`config.mk`:
```
export PLATFORM = sky130hd
export DESIGN_NAME = mspc_core_flat
export DESIGN_NICKNAME = d
export VERILOG_FILES = /design/src/mspc_pkg.sv /design/src/mspc_if.sv /design/src/mspc_core.sv /design/src/flat_wrapper.sv
export SDC_FILE = /design/constraint.sdc
export NUM_CORES = 1
export LEC_CHECK = 0
export ABC_AREA = 0
export BUFFER_PORTS_ARGS = -buffer_cell sky130_fd_sc_hd__buf_2
export CORE_MARGIN = 3
export CORE_UTILIZATION = 40
export DETAILED_ROUTE_END_ITERATION = 12
export PLACE_DENSITY_LB_ADDON = 0.2
export SYNTH_ARGS = -nofsm -noshare
export SYNTH_HDL_FRONTEND = slang
export SYNTH_SLANG_ARGS = --single-unit
```
`constraint.sdc`:
```
create_clock -name i_clk -period 4.5 [get_ports i_clk]
set_input_delay 0.225 -clock i_clk [delete_from_list [all_inputs] [get_ports i_clk]]
set_output_delay 0.225 -clock i_clk [all_outputs]
set_load 0.05 [all_outputs]
```
`src/mspc_pkg.sv`:
```
`timescale 1ns / 1ps
// mspc_pkg: shared sizes, codes and record types of the multi-stack pool checker
// no dependencies; used by every other file of the block except mspc_ram

package mspc_pkg;

    localparam int MAX_STACKS   = 1024;
    localparam int POOL_ENTRIES = 1024;
    localparam int TAG_BITS     = 16;

    localparam int STACK_AW = (MAX_STACKS > 1) ? $clog2(MAX_STACKS) : 1;
    localparam int POOL_AW  = (POOL_ENTRIES > 1) ? $clog2(POOL_ENTRIES) : 1;
    localparam int FRESH_W  = POOL_AW + 1;
    localparam int TOT_W    = $clog2(POOL_ENTRIES + 1);

    localparam int NUM_W     = 11;
    localparam int ITAG_W    = 16;
    localparam int STATUS_W  = 3;
    localparam int CNT_W     = 11;
    localparam int CFG_W     = 11;
    localparam int CFG_IDX_W = 1;

    localparam logic [CFG_W-1:0] STACKS_RESET = 11'd1024;
    localparam logic [CFG_W-1:0] LIMIT_RESET  = 11'd1024;

    localparam logic MODE_PUSH = 1'b0;
    localparam logic MODE_POP  = 1'b1;

    typedef enum logic [CFG_IDX_W-1:0] {
        CFG_STACKS_IN_USE = 1'b0,
        CFG_ITEM_LIMIT    = 1'b1
    } t_cfg_idx;

    typedef enum logic [STATUS_W-1:0] {
        ST_OK           = 3'd0,
        ST_BAD_STACK    = 3'd1,
        ST_OVER_LIMIT   = 3'd2,
        ST_EMPTY_POP    = 3'd3,
        ST_TAG_MISMATCH = 3'd4,
        ST_NOT_EMPTY    = 3'd5,
        ST_IGNORED      = 3'd6
    } t_status;

    typedef struct packed {
        logic               nonempty;
        logic [POOL_AW-1:0] top;
    } t_stk_row;

    typedef struct packed {
        logic [TAG_BITS-1:0] tag;
        logic [POOL_AW-1:0]  below;
    } t_ent_row;

    typedef struct packed {
        logic                we;
        logic [STACK_AW-1:0] waddr;
        t_stk_row            wdata;
        logic [STACK_AW-1:0] raddr;
    } t_stk_req;

    typedef struct packed {
        logic               we;
        logic [POOL_AW-1:0] waddr;
        t_ent_row           wdata;
        logic [POOL_AW-1:0] raddr;
    } t_ent_req;

    typedef struct packed {
        t_status          status;
        logic             run_failed;
        logic [CNT_W-1:0] item_total;
        logic [CNT_W-1:0] peak_total;
        logic             run_done;
    } t_result;

endpackage

```
`src/mspc_if.sv`:
```
`timescale 1ns / 1ps
// mspc_cmd_if and mspc_res_if: valid/ready channels for commands and results
// depends on mspc_pkg for field widths

interface mspc_cmd_if;
    logic                        valid;
    logic                        ready;
    logic                        mode;
    logic [mspc_pkg::NUM_W-1:0]  stack_number;
    logic [mspc_pkg::ITAG_W-1:0] item_tag;
    logic                        last_command;

    modport source(output valid, mode, stack_number, item_tag, last_command, input ready);
    modport sink(input valid, mode, stack_number, item_tag, last_command, output ready);
endinterface

interface mspc_res_if;
    logic                          valid;
    logic                          ready;
    logic [mspc_pkg::STATUS_W-1:0] status;
    logic                          run_failed;
    logic [mspc_pkg::CNT_W-1:0]    item_total;
    logic [mspc_pkg::CNT_W-1:0]    peak_total;
    logic                          run_done;

    modport source(output valid, status, run_failed, item_total, peak_total, run_done,
                   input ready);
    modport sink(input valid, status, run_failed, item_total, peak_total, run_done,
                 output ready);
endinterface

```
`src/mspc_core.sv`:
```
`timescale 1ns / 1ps
// mspc_core: command sequencer, run counters, free list and result register
// depends on mspc_pkg and mspc_if; drives the stack-top and entry memories

module mspc_core (
    input  logic                                i_clk,
    input  logic                                i_rst_n,
    input  logic                                i_cfg_we,
    input  logic [mspc_pkg::CFG_IDX_W-1:0]      i_cfg_idx,
    input  logic [mspc_pkg::CFG_W-1:0]          i_cfg_data,
    mspc_cmd_if.sink                            i_cmd,
    mspc_res_if.source                          o_res,
    output mspc_pkg::t_stk_req                  o_stk_req,
    input  mspc_pkg::t_stk_row                  i_stk_rd,
    output mspc_pkg::t_ent_req                  o_ent_req,
    input  mspc_pkg::t_ent_row                  i_ent_rd
);

    typedef enum logic [2:0] {
        S_CLEAR,
        S_IDLE,
        S_LOOK,
        S_POP,
        S_HOLD
    } t_state;

    localparam logic [mspc_pkg::STACK_AW-1:0] CLR_LAST =
        mspc_pkg::STACK_AW'(mspc_pkg::MAX_STACKS - 1);

    t_state                            r_state, n_state;
    logic [mspc_pkg::STACK_AW-1:0]     r_clr, n_clr;
    logic [mspc_pkg::CFG_W-1:0]        r_stacks, r_limit;
    logic                              r_mode, r_bad, r_last;
    logic [mspc_pkg::STACK_AW-1:0]     r_s;
    logic [mspc_pkg::TAG_BITS-1:0]     r_tag;
    logic [mspc_pkg::POOL_AW-1:0]      r_top, n_top;
    logic [mspc_pkg::POOL_AW-1:0]      r_free_head, n_free_head;
    logic                              r_free_ne, n_free_ne;
    logic [mspc_pkg::FRESH_W-1:0]      r_fresh, n_fresh;
    logic [mspc_pkg::TOT_W-1:0]        r_total, n_total;
    logic [mspc_pkg::TOT_W-1:0]        r_peak, n_peak;
    logic                              r_err, n_err;
    logic                              r_out_valid, n_out_valid;
    mspc_pkg::t_result                 r_out, n_out, r_pend, n_pend, res;

    logic                              cmd_acc, cmd_bad, fin, at_limit, fresh_full, out_free;
    logic [mspc_pkg::STACK_AW-1:0]     cmd_s;
    logic [mspc_pkg::POOL_AW-1:0]      push_idx;
    mspc_pkg::t_status                 op_st, res_st;

    assign i_cmd.ready = (r_state == S_IDLE);
    assign cmd_acc     = i_cmd.valid && (r_state == S_IDLE);
    assign cmd_s       = mspc_pkg::STACK_AW'(i_cmd.stack_number - mspc_pkg::NUM_W'(1));
    assign cmd_bad     = (i_cmd.stack_number == '0) || (i_cmd.stack_number > r_stacks)
                         || (32'(i_cmd.stack_number) > 32'(mspc_pkg::MAX_STACKS));

    assign at_limit   = (32'(r_total) >= 32'(r_limit))
                        || (32'(r_total) >= 32'(mspc_pkg::POOL_ENTRIES));
    assign fresh_full = 32'(r_fresh) >= 32'(mspc_pkg::POOL_ENTRIES);
    assign push_idx   = r_free_ne ? r_free_head : mspc_pkg::POOL_AW'(r_fresh);
    assign out_free   = !r_out_valid || o_res.ready;

    assign o_res.valid      = r_out_valid;
    assign o_res.status     = r_out.status;
    assign o_res.run_failed = r_out.run_failed;
    assign o_res.item_total = r_out.item_total;
    assign o_res.peak_total = r_out.peak_total;
    assign o_res.run_done   = r_out.run_done;

    always_comb begin
        n_state     = r_state;
        n_clr       = r_clr;
        n_top       = r_top;
        n_free_head = r_free_head;
        n_free_ne   = r_free_ne;
        n_fresh     = r_fresh;
        n_total     = r_total;
        n_peak      = r_peak;
        n_err       = r_err;
        n_out_valid = r_out_valid && !o_res.ready;
        n_out       = r_out;
        n_pend      = r_pend;
        o_stk_req       = '0;
        o_stk_req.raddr = cmd_s;
        o_ent_req       = '0;
        o_ent_req.raddr = r_free_head;
        fin    = 1'b0;
        op_st  = mspc_pkg::ST_OK;
        res_st = mspc_pkg::ST_OK;
        res    = '0;

        case (r_state)
            S_CLEAR: begin
                o_stk_req.we    = 1'b1;
                o_stk_req.waddr = r_clr;
                n_clr = r_clr + mspc_pkg::STACK_AW'(1);
                if (r_clr == CLR_LAST) begin
                    n_state = S_IDLE;
                end
            end
            S_IDLE: begin
                if (i_cmd.valid) begin
                    n_state = S_LOOK;
                end
            end
            S_LOOK: begin
                if (r_err) begin
                    fin   = 1'b1;
                    op_st = mspc_pkg::ST_IGNORED;
                end else if (r_bad) begin
                    fin   = 1'b1;
                    op_st = mspc_pkg::ST_BAD_STACK;
                end else if (r_mode == mspc_pkg::MODE_PUSH) begin
                    fin = 1'b1;
                    if (at_limit || (!r_free_ne && fresh_full)) begin
                        op_st = mspc_pkg::ST_OVER_LIMIT;
                    end else begin
                        o_ent_req.we          = 1'b1;
                        o_ent_req.waddr       = push_idx;
                        o_ent_req.wdata.tag   = r_tag;
                        o_ent_req.wdata.below = i_stk_rd.nonempty ? i_stk_rd.top : push_idx;
                        o_stk_req.we             = 1'b1;
                        o_stk_req.waddr          = r_s;
                        o_stk_req.wdata.nonempty = 1'b1;
                        o_stk_req.wdata.top      = push_idx;
                        if (r_free_ne) begin
                            n_free_head = i_ent_rd.below;
                            n_free_ne   = (i_ent_rd.below != r_free_head);
                        end else begin
                            n_fresh = r_fresh + mspc_pkg::FRESH_W'(1);
                        end
                        n_total = r_total + mspc_pkg::TOT_W'(1);
                        if (n_total > r_peak) begin
                            n_peak = n_total;
                        end
                    end
                end else begin
                    if (!i_stk_rd.nonempty) begin
                        fin   = 1'b1;
                        op_st = mspc_pkg::ST_EMPTY_POP;
                    end else begin
                        o_ent_req.raddr = i_stk_rd.top;
                        n_top   = i_stk_rd.top;
                        n_state = S_POP;
                    end
                end
            end
            S_POP: begin
                fin = 1'b1;
                if (i_ent_rd.tag != r_tag) begin
                    op_st = mspc_pkg::ST_TAG_MISMATCH;
                end else begin
                    o_stk_req.we             = 1'b1;
                    o_stk_req.waddr          = r_s;
                    o_stk_req.wdata.nonempty = (i_ent_rd.below != r_top);
                    o_stk_req.wdata.top      = i_ent_rd.below;
                    o_ent_req.we          = 1'b1;
                    o_ent_req.waddr       = r_top;
                    o_ent_req.wdata.tag   = i_ent_rd.tag;
                    o_ent_req.wdata.below = r_free_ne ? r_free_head : r_top;
                    n_free_head = r_top;
                    n_free_ne   = 1'b1;
                    if (r_total != '0) begin
                        n_total = r_total - mspc_pkg::TOT_W'(1);
                    end
                end
            end
            S_HOLD: begin
                if (out_free) begin
                    n_out_valid = 1'b1;
                    n_out       = r_pend;
                    n_state     = r_last ? S_CLEAR : S_IDLE;
                end
            end
            default: begin
                n_state = S_IDLE;
            end
        endcase

        if (fin) begin
            res_st = op_st;
            if (op_st != mspc_pkg::ST_OK && op_st != mspc_pkg::ST_IGNORED) begin
                n_err = 1'b1;
            end
            if (r_last && !n_err && n_total != '0) begin
                res_st = mspc_pkg::ST_NOT_EMPTY;
                n_err  = 1'b1;
            end
            res.status     = res_st;
            res.run_failed = n_err;
            res.item_total = mspc_pkg::CNT_W'(n_total);
            res.peak_total = mspc_pkg::CNT_W'(n_peak);
            res.run_done   = r_last;
            if (out_free) begin
                n_out_valid = 1'b1;
                n_out       = res;
                n_state     = r_last ? S_CLEAR : S_IDLE;
            end else begin
                n_pend  = res;
                n_state = S_HOLD;
            end
            if (r_last) begin
                n_free_head = '0;
                n_free_ne   = 1'b0;
                n_fresh     = '0;
                n_total     = '0;
                n_peak      = '0;
                n_err       = 1'b0;
                n_clr       = '0;
            end
        end
    end

    always_ff @(posedge i_clk) begin
        if (!i_rst_n) begin
            r_state     <= S_CLEAR;
            r_clr       <= '0;
            r_stacks    <= mspc_pkg::STACKS_RESET;
            r_limit     <= mspc_pkg::LIMIT_RESET;
            r_free_head <= '0;
            r_free_ne   <= 1'b0;
            r_fresh     <= '0;
            r_total     <= '0;
            r_peak      <= '0;
            r_err       <= 1'b0;
            r_out_valid <= 1'b0;
        end else begin
            r_state     <= n_state;
            r_clr       <= n_clr;
            r_free_head <= n_free_head;
            r_free_ne   <= n_free_ne;
            r_fresh     <= n_fresh;
            r_total     <= n_total;
            r_peak      <= n_peak;
            r_err       <= n_err;
            r_out_valid <= n_out_valid;
            if (i_cfg_we) begin
                case (mspc_pkg::t_cfg_idx'(i_cfg_idx))
                    mspc_pkg::CFG_STACKS_IN_USE: r_stacks <= i_cfg_data;
                    mspc_pkg::CFG_ITEM_LIMIT:    r_limit  <= i_cfg_data;
                    default: begin
                    end
                endcase
            end
        end
        if (cmd_acc) begin
            r_mode <= i_cmd.mode;
            r_s    <= cmd_s;
            r_tag  <= mspc_pkg::TAG_BITS'(i_cmd.item_tag);
            r_bad  <= cmd_bad;
            r_last <= i_cmd.last_command;
        end
        r_top  <= n_top;
        r_out  <= n_out;
        r_pend <= n_pend;
    end

endmodule

```
`src/flat_wrapper.sv`:
```
// flat-port wrapper written by rule: the top's interface ports become plain ports
module mspc_core_flat 
  (i_clk, i_rst_n, i_cfg_we, i_cfg_idx, i_cfg_data, o_stk_req, i_stk_rd, o_ent_req, i_ent_rd, i_cmd_valid, i_cmd_mode, i_cmd_stack_number, i_cmd_item_tag, i_cmd_last_command, i_cmd_ready, o_res_valid, o_res_status, o_res_run_failed, o_res_item_total, o_res_peak_total, o_res_run_done, o_res_ready);
  mspc_cmd_if i_cmd_i ();
  mspc_res_if o_res_i ();
  input  logic i_clk;
  input  logic i_rst_n;
  input  logic i_cfg_we;
  input  logic [mspc_pkg::CFG_IDX_W-1:0] i_cfg_idx;
  input  logic [mspc_pkg::CFG_W-1:0] i_cfg_data;
  output mspc_pkg::t_stk_req o_stk_req;
  input  mspc_pkg::t_stk_row i_stk_rd;
  output mspc_pkg::t_ent_req o_ent_req;
  input  mspc_pkg::t_ent_row i_ent_rd;
  input wire logic [$bits(i_cmd_i.valid)-1:0] i_cmd_valid;
  input wire logic [$bits(i_cmd_i.mode)-1:0] i_cmd_mode;
  input wire logic [$bits(i_cmd_i.stack_number)-1:0] i_cmd_stack_number;
  input wire logic [$bits(i_cmd_i.item_tag)-1:0] i_cmd_item_tag;
  input wire logic [$bits(i_cmd_i.last_command)-1:0] i_cmd_last_command;
  output wire logic [$bits(i_cmd_i.ready)-1:0] i_cmd_ready;
  output wire logic [$bits(o_res_i.valid)-1:0] o_res_valid;
  output wire logic [$bits(o_res_i.status)-1:0] o_res_status;
  output wire logic [$bits(o_res_i.run_failed)-1:0] o_res_run_failed;
  output wire logic [$bits(o_res_i.item_total)-1:0] o_res_item_total;
  output wire logic [$bits(o_res_i.peak_total)-1:0] o_res_peak_total;
  output wire logic [$bits(o_res_i.run_done)-1:0] o_res_run_done;
  input wire logic [$bits(o_res_i.ready)-1:0] o_res_ready;
  assign i_cmd_i.valid = i_cmd_valid;
  assign i_cmd_i.mode = i_cmd_mode;
  assign i_cmd_i.stack_number = i_cmd_stack_number;
  assign i_cmd_i.item_tag = i_cmd_item_tag;
  assign i_cmd_i.last_command = i_cmd_last_command;
  assign i_cmd_ready = i_cmd_i.ready;
  assign o_res_valid = o_res_i.valid;
  assign o_res_status = o_res_i.status;
  assign o_res_run_failed = o_res_i.run_failed;
  assign o_res_item_total = o_res_i.item_total;
  assign o_res_peak_total = o_res_i.peak_total;
  assign o_res_run_done = o_res_i.run_done;
  assign o_res_i.ready = o_res_ready;
  mspc_core u_core (.i_clk(i_clk), .i_rst_n(i_rst_n), .i_cfg_we(i_cfg_we), .i_cfg_idx(i_cfg_idx), .i_cfg_data(i_cfg_data), .i_cmd(i_cmd_i), .o_res(o_res_i), .o_stk_req(o_stk_req), .i_stk_rd(i_stk_rd), .o_ent_req(o_ent_req), .i_ent_rd(i_ent_rd));
endmodule
```
==> impl_metrics.yaml <==
run_status:
  status: "finished clean"
timing:
  timing.hold.ws_ns: 0.0289
  drv_slew: 0
  rsz0062_at_grt: "no"
  tightest_slew_ns: 0.945
  hold_viol: 0
  clock_skew_ns: 0.0122
  slew_headroom_pct: 36.6
  post-route-period-util_pct: 85.8
  fin_crit_ns: 3.86
  clock.fmax_mhz: 259
  finalSetupTns_ns: 0
  finalSetupViolations: 0
clock_tree:
  root_buffer: "clkbuf_16"
  clkLatencyLatePin_ns: 0.44
  cts_tree: "done"
  cts_setup_buffers: 0
  h-tree-depth: 4
  clock-sinks: 174
  clockBufferDepth: 2
  cts_buffers: 17
  clkTransAtPathRegs_ns: 0.07
global_routing:
  grt_max_degree: 41
  grt_pass1_vias: 8056
  gr-total-overflow: 0
  antenna_found_initial: 0
  track_usage_pct: 20.5
  grt_pass1_wl_mm: 42.6
floorplan:
  initial_core_util_pct: 40.8
  die_y_um: 161
  io-pin-count: 191
  floorplan.die_area_um2: 25900
  core_area_um2: 23500
  die_w_um: 161
  row_count: 56
worst_hold_path:
  hold_class: "in2reg"
  whs_path_depth: 1
  whs_endpoint: "u_core.r_top[9]"
  min_from: "i_stk_rd[9]"
critical_path:
  cp_slowest_cell: "dfxtp_1"
  end_kind: "primary output"
  cp-start-kind: "flip-flop"
  worstReg2RegStart: "u_core.r_total[0]"
  r2r_setup_slack_ns: 0.83
  crit_chain: "inv_1, ha_1, nand2b_1, a31oi_1, o31a_1, nand3_1, buf_4, nand2_1, a21oi_1, nor3b_1, buf_2"
  rr_worst_depth: 13
  cp.arrival_ns: 3.63
  critPathRequiredTime_ns: 4.28
  r2r_end: "u_core.r_pend[4]"
  cp_slowest_stage_delay_ns: 0.52
  path_max_fanout: 32
  critPathKind: "reg2out"
yosys:
  async_flop_share_pct: 0
  synth.ff_latch_count: 174
  yosys.area.top_type: "dfxtp_1"
  ys_types: 60
  synth_cells: 1054
  synth.yosys.warnings: 0
  synthTopCellsByArea: "dfxtp_1 23%, edfxtp_1 21%, nand2_1 5.4%"
  synthDominantCellAreaShare_pct: 22.5
  ys_top_cells_by_count: "138 x nand2_1, 108 x dfxtp_1, 88 x nor2_1"
  synth.cell_area_um2: 9600
  ys.flop_type: "dfxtp_1"
  yosysMostFrequentCell: "nand2_1"
  synth_edf_count: 66
  synth_fp_nets: 1177
  synth.avg_cell_area_um2: 9.11
  yosysSeqAreaShare_pct: 43.2
layout:
  nFillCells: 2280
  n_antenna_cell: 0
  syn2layout_area_growth_pct: 21.8
  nets: 1371
  final_area_um2: 11700
  drive_gt1_share_pct: 20.5
routing:
  drt-total-wl_mm: 26.8
  drtIter0Drc: 600
  wl_per_cell_um: 16.9
  drc: 0
  vias: 8319
  viasPerCell: 5.27
  drtPass1Iterations: 5
  ant_nets: 0
place:
  post_dp_cell_area_um2: 10900
  io_buffers: 190
  dpl.hpwl_mm: 19.4
  gp_congestion: 0.913
flow_run:
  max-cap-violations: 0
power:
  ir_worst_vdd_uv: 213
  p_leak_nw: 5.10
  power_density_nw_per_um2: 284
report_power, final:
| part | switching, mW | leakage (nW) | internal, mW | total (mW) |
|---|---|---|---|---|
| registers | 0.0107 | 1.48 | 1.64 | 1.65 |
| clock network | 0.692 | 0.266 | 0.727 | 1.42 |
| logic | 0.147 | 3.36 | 0.104 | 0.251 |
timing repair:
action                    4_1_cts  5_1_grt
gates resized for setup         0        0
hold endpoints to repair       26        1
hold buffers                   26        1
sequential cells by signal (all words and copies together), names as in the netlist, 10 cells and up:
| register | cells |
|---|---|
| u_core.r_s | 10 |
| u_core.r_pend | 27 |
| u_core.o_res.item_total | 11 |
| u_core.r_stacks | 11 |
| u_core.r_total | 11 |
| u_core.r_free_head | 10 |
| u_core.r_tag | 16 |
| u_core.r_clr | 10 |
| u_core.r_limit | 11 |
| u_core.r_fresh | 11 |
| u_core.r_peak | 11 |
| u_core.o_res.peak_total | 11 |
| u_core.r_top | 10 |
kinds of logic (layout without fill, tap and decap cells):
logic type | after synthesis | count (layout) | share of synthesized area (%)
AO/OA/AOI/OAI | 247 | 247 | 17.5
XOR/XNOR | 75 | 75 | 6.84
buffers and inverters | 117 | 324 | 4.63
multiplexers | 53 | 53 | 5.66
flip-flops | 174 | 174 | 43.2
AND/OR/NAND/NOR | 348 | 348 | 17.0
adder cells (fa/ha/maj) | 40 | 40 | 5.22
worst max-delay path by stage:
| stage | start | to | slack, ns | cells after the start |
|---|---|---|---|---|
| 6_report | u_core.r_total[0] | o_stk_req[21] | 0.64 | 11 |
| 5_1_grt | u_core.r_total[0] | o_stk_req[21] | 0.33 | 11 |
| 4_1_cts | u_core.r_total[0] | o_stk_req[21] | 0.59 | 11 |
| 3_5_place_dp | u_core.r_total[0] | u_core.r_pend[4] | 0.85 | 13 |
| 3_3_place_gp | u_core.r_total[1] | u_core.r_pend[6] | 0.89 | 13 |
| 2_1_floorplan | u_core.r_total[0] | o_ent_req[45] | 1.03 | 10 |
cells in the final DEF (no fill, tap or decap), drive strengths merged, types with 4 or more instances in the layout:
cell type / n
o211ai: 16
nor3: 8
edfxtp: 66
o22ai: 22
xor2: 32
nand3b: 4
clkinvlp: 4
or3: 9
mux2: 10
buf: 205
nand2: 139
o21a: 10
dlygate4sd3: 27
nand4: 26
and3: 4
and2: 10
a31oi: 7
a21o: 23
a21boi: 21
ha: 40
nor4: 13
xnor2: 43
nand3: 20
a22o: 24
dfxtp: 108
a21oi: 53
mux2i: 43
nor2: 89
nand2b: 9
inv: 68
nor2b: 10
a22oi: 14
o21ai: 33
clkbuf: 17
routing by layer:
| layer | share of wire (%) | vias up | track usage, % |
|---|---|---|---|
| met5 | 0 | - | 0 |
| met3 | 5.7 | 36 | 5.03 |
| met1 | 46 | 3900 | 27.1 |
| met4 | 2.0 | 0 | 5.83 |
| met2 | 46 | 242 | 33.5 |
| li1 | - | 4141 | - |
worst max-delay path: cells and delay by family (launching register included):
kind	cells	cell delay [ns]
adder cells (fa/ha/maj)	1	0.31
flip-flops	1	0.52
AO/OA/AOI/OAI	3	0.70
AND/OR/NAND/NOR	4	0.88
buffers and inverters	3	0.75
through the flow:
step           setup WS, ns  cells  power, mW  util, %
3_5_place_dp          0.849   1521       1.92     46.1
6_report              0.640   1580       3.32     49.6
5_1_grt               0.330   1580       3.45     49.6
4_1_cts               0.586   1579       3.36     49.6
3_3_place_gp          0.892   1521       1.92     46.1
2_1_floorplan          1.03   1054       1.83        -
final cells by class:
cell class	instances	area (µm²)	share of cell area, %
tap	319	399	3.42
sequential	174	4140	35.5
timing repair buffer	232	1330	11.4
inverter	60	225	1.93
multi-input combinational	763	5030	43.0
clock buffer	17	425	3.64
clock inverter	15	131	1.12
Power figures use the tool's default switching activity.
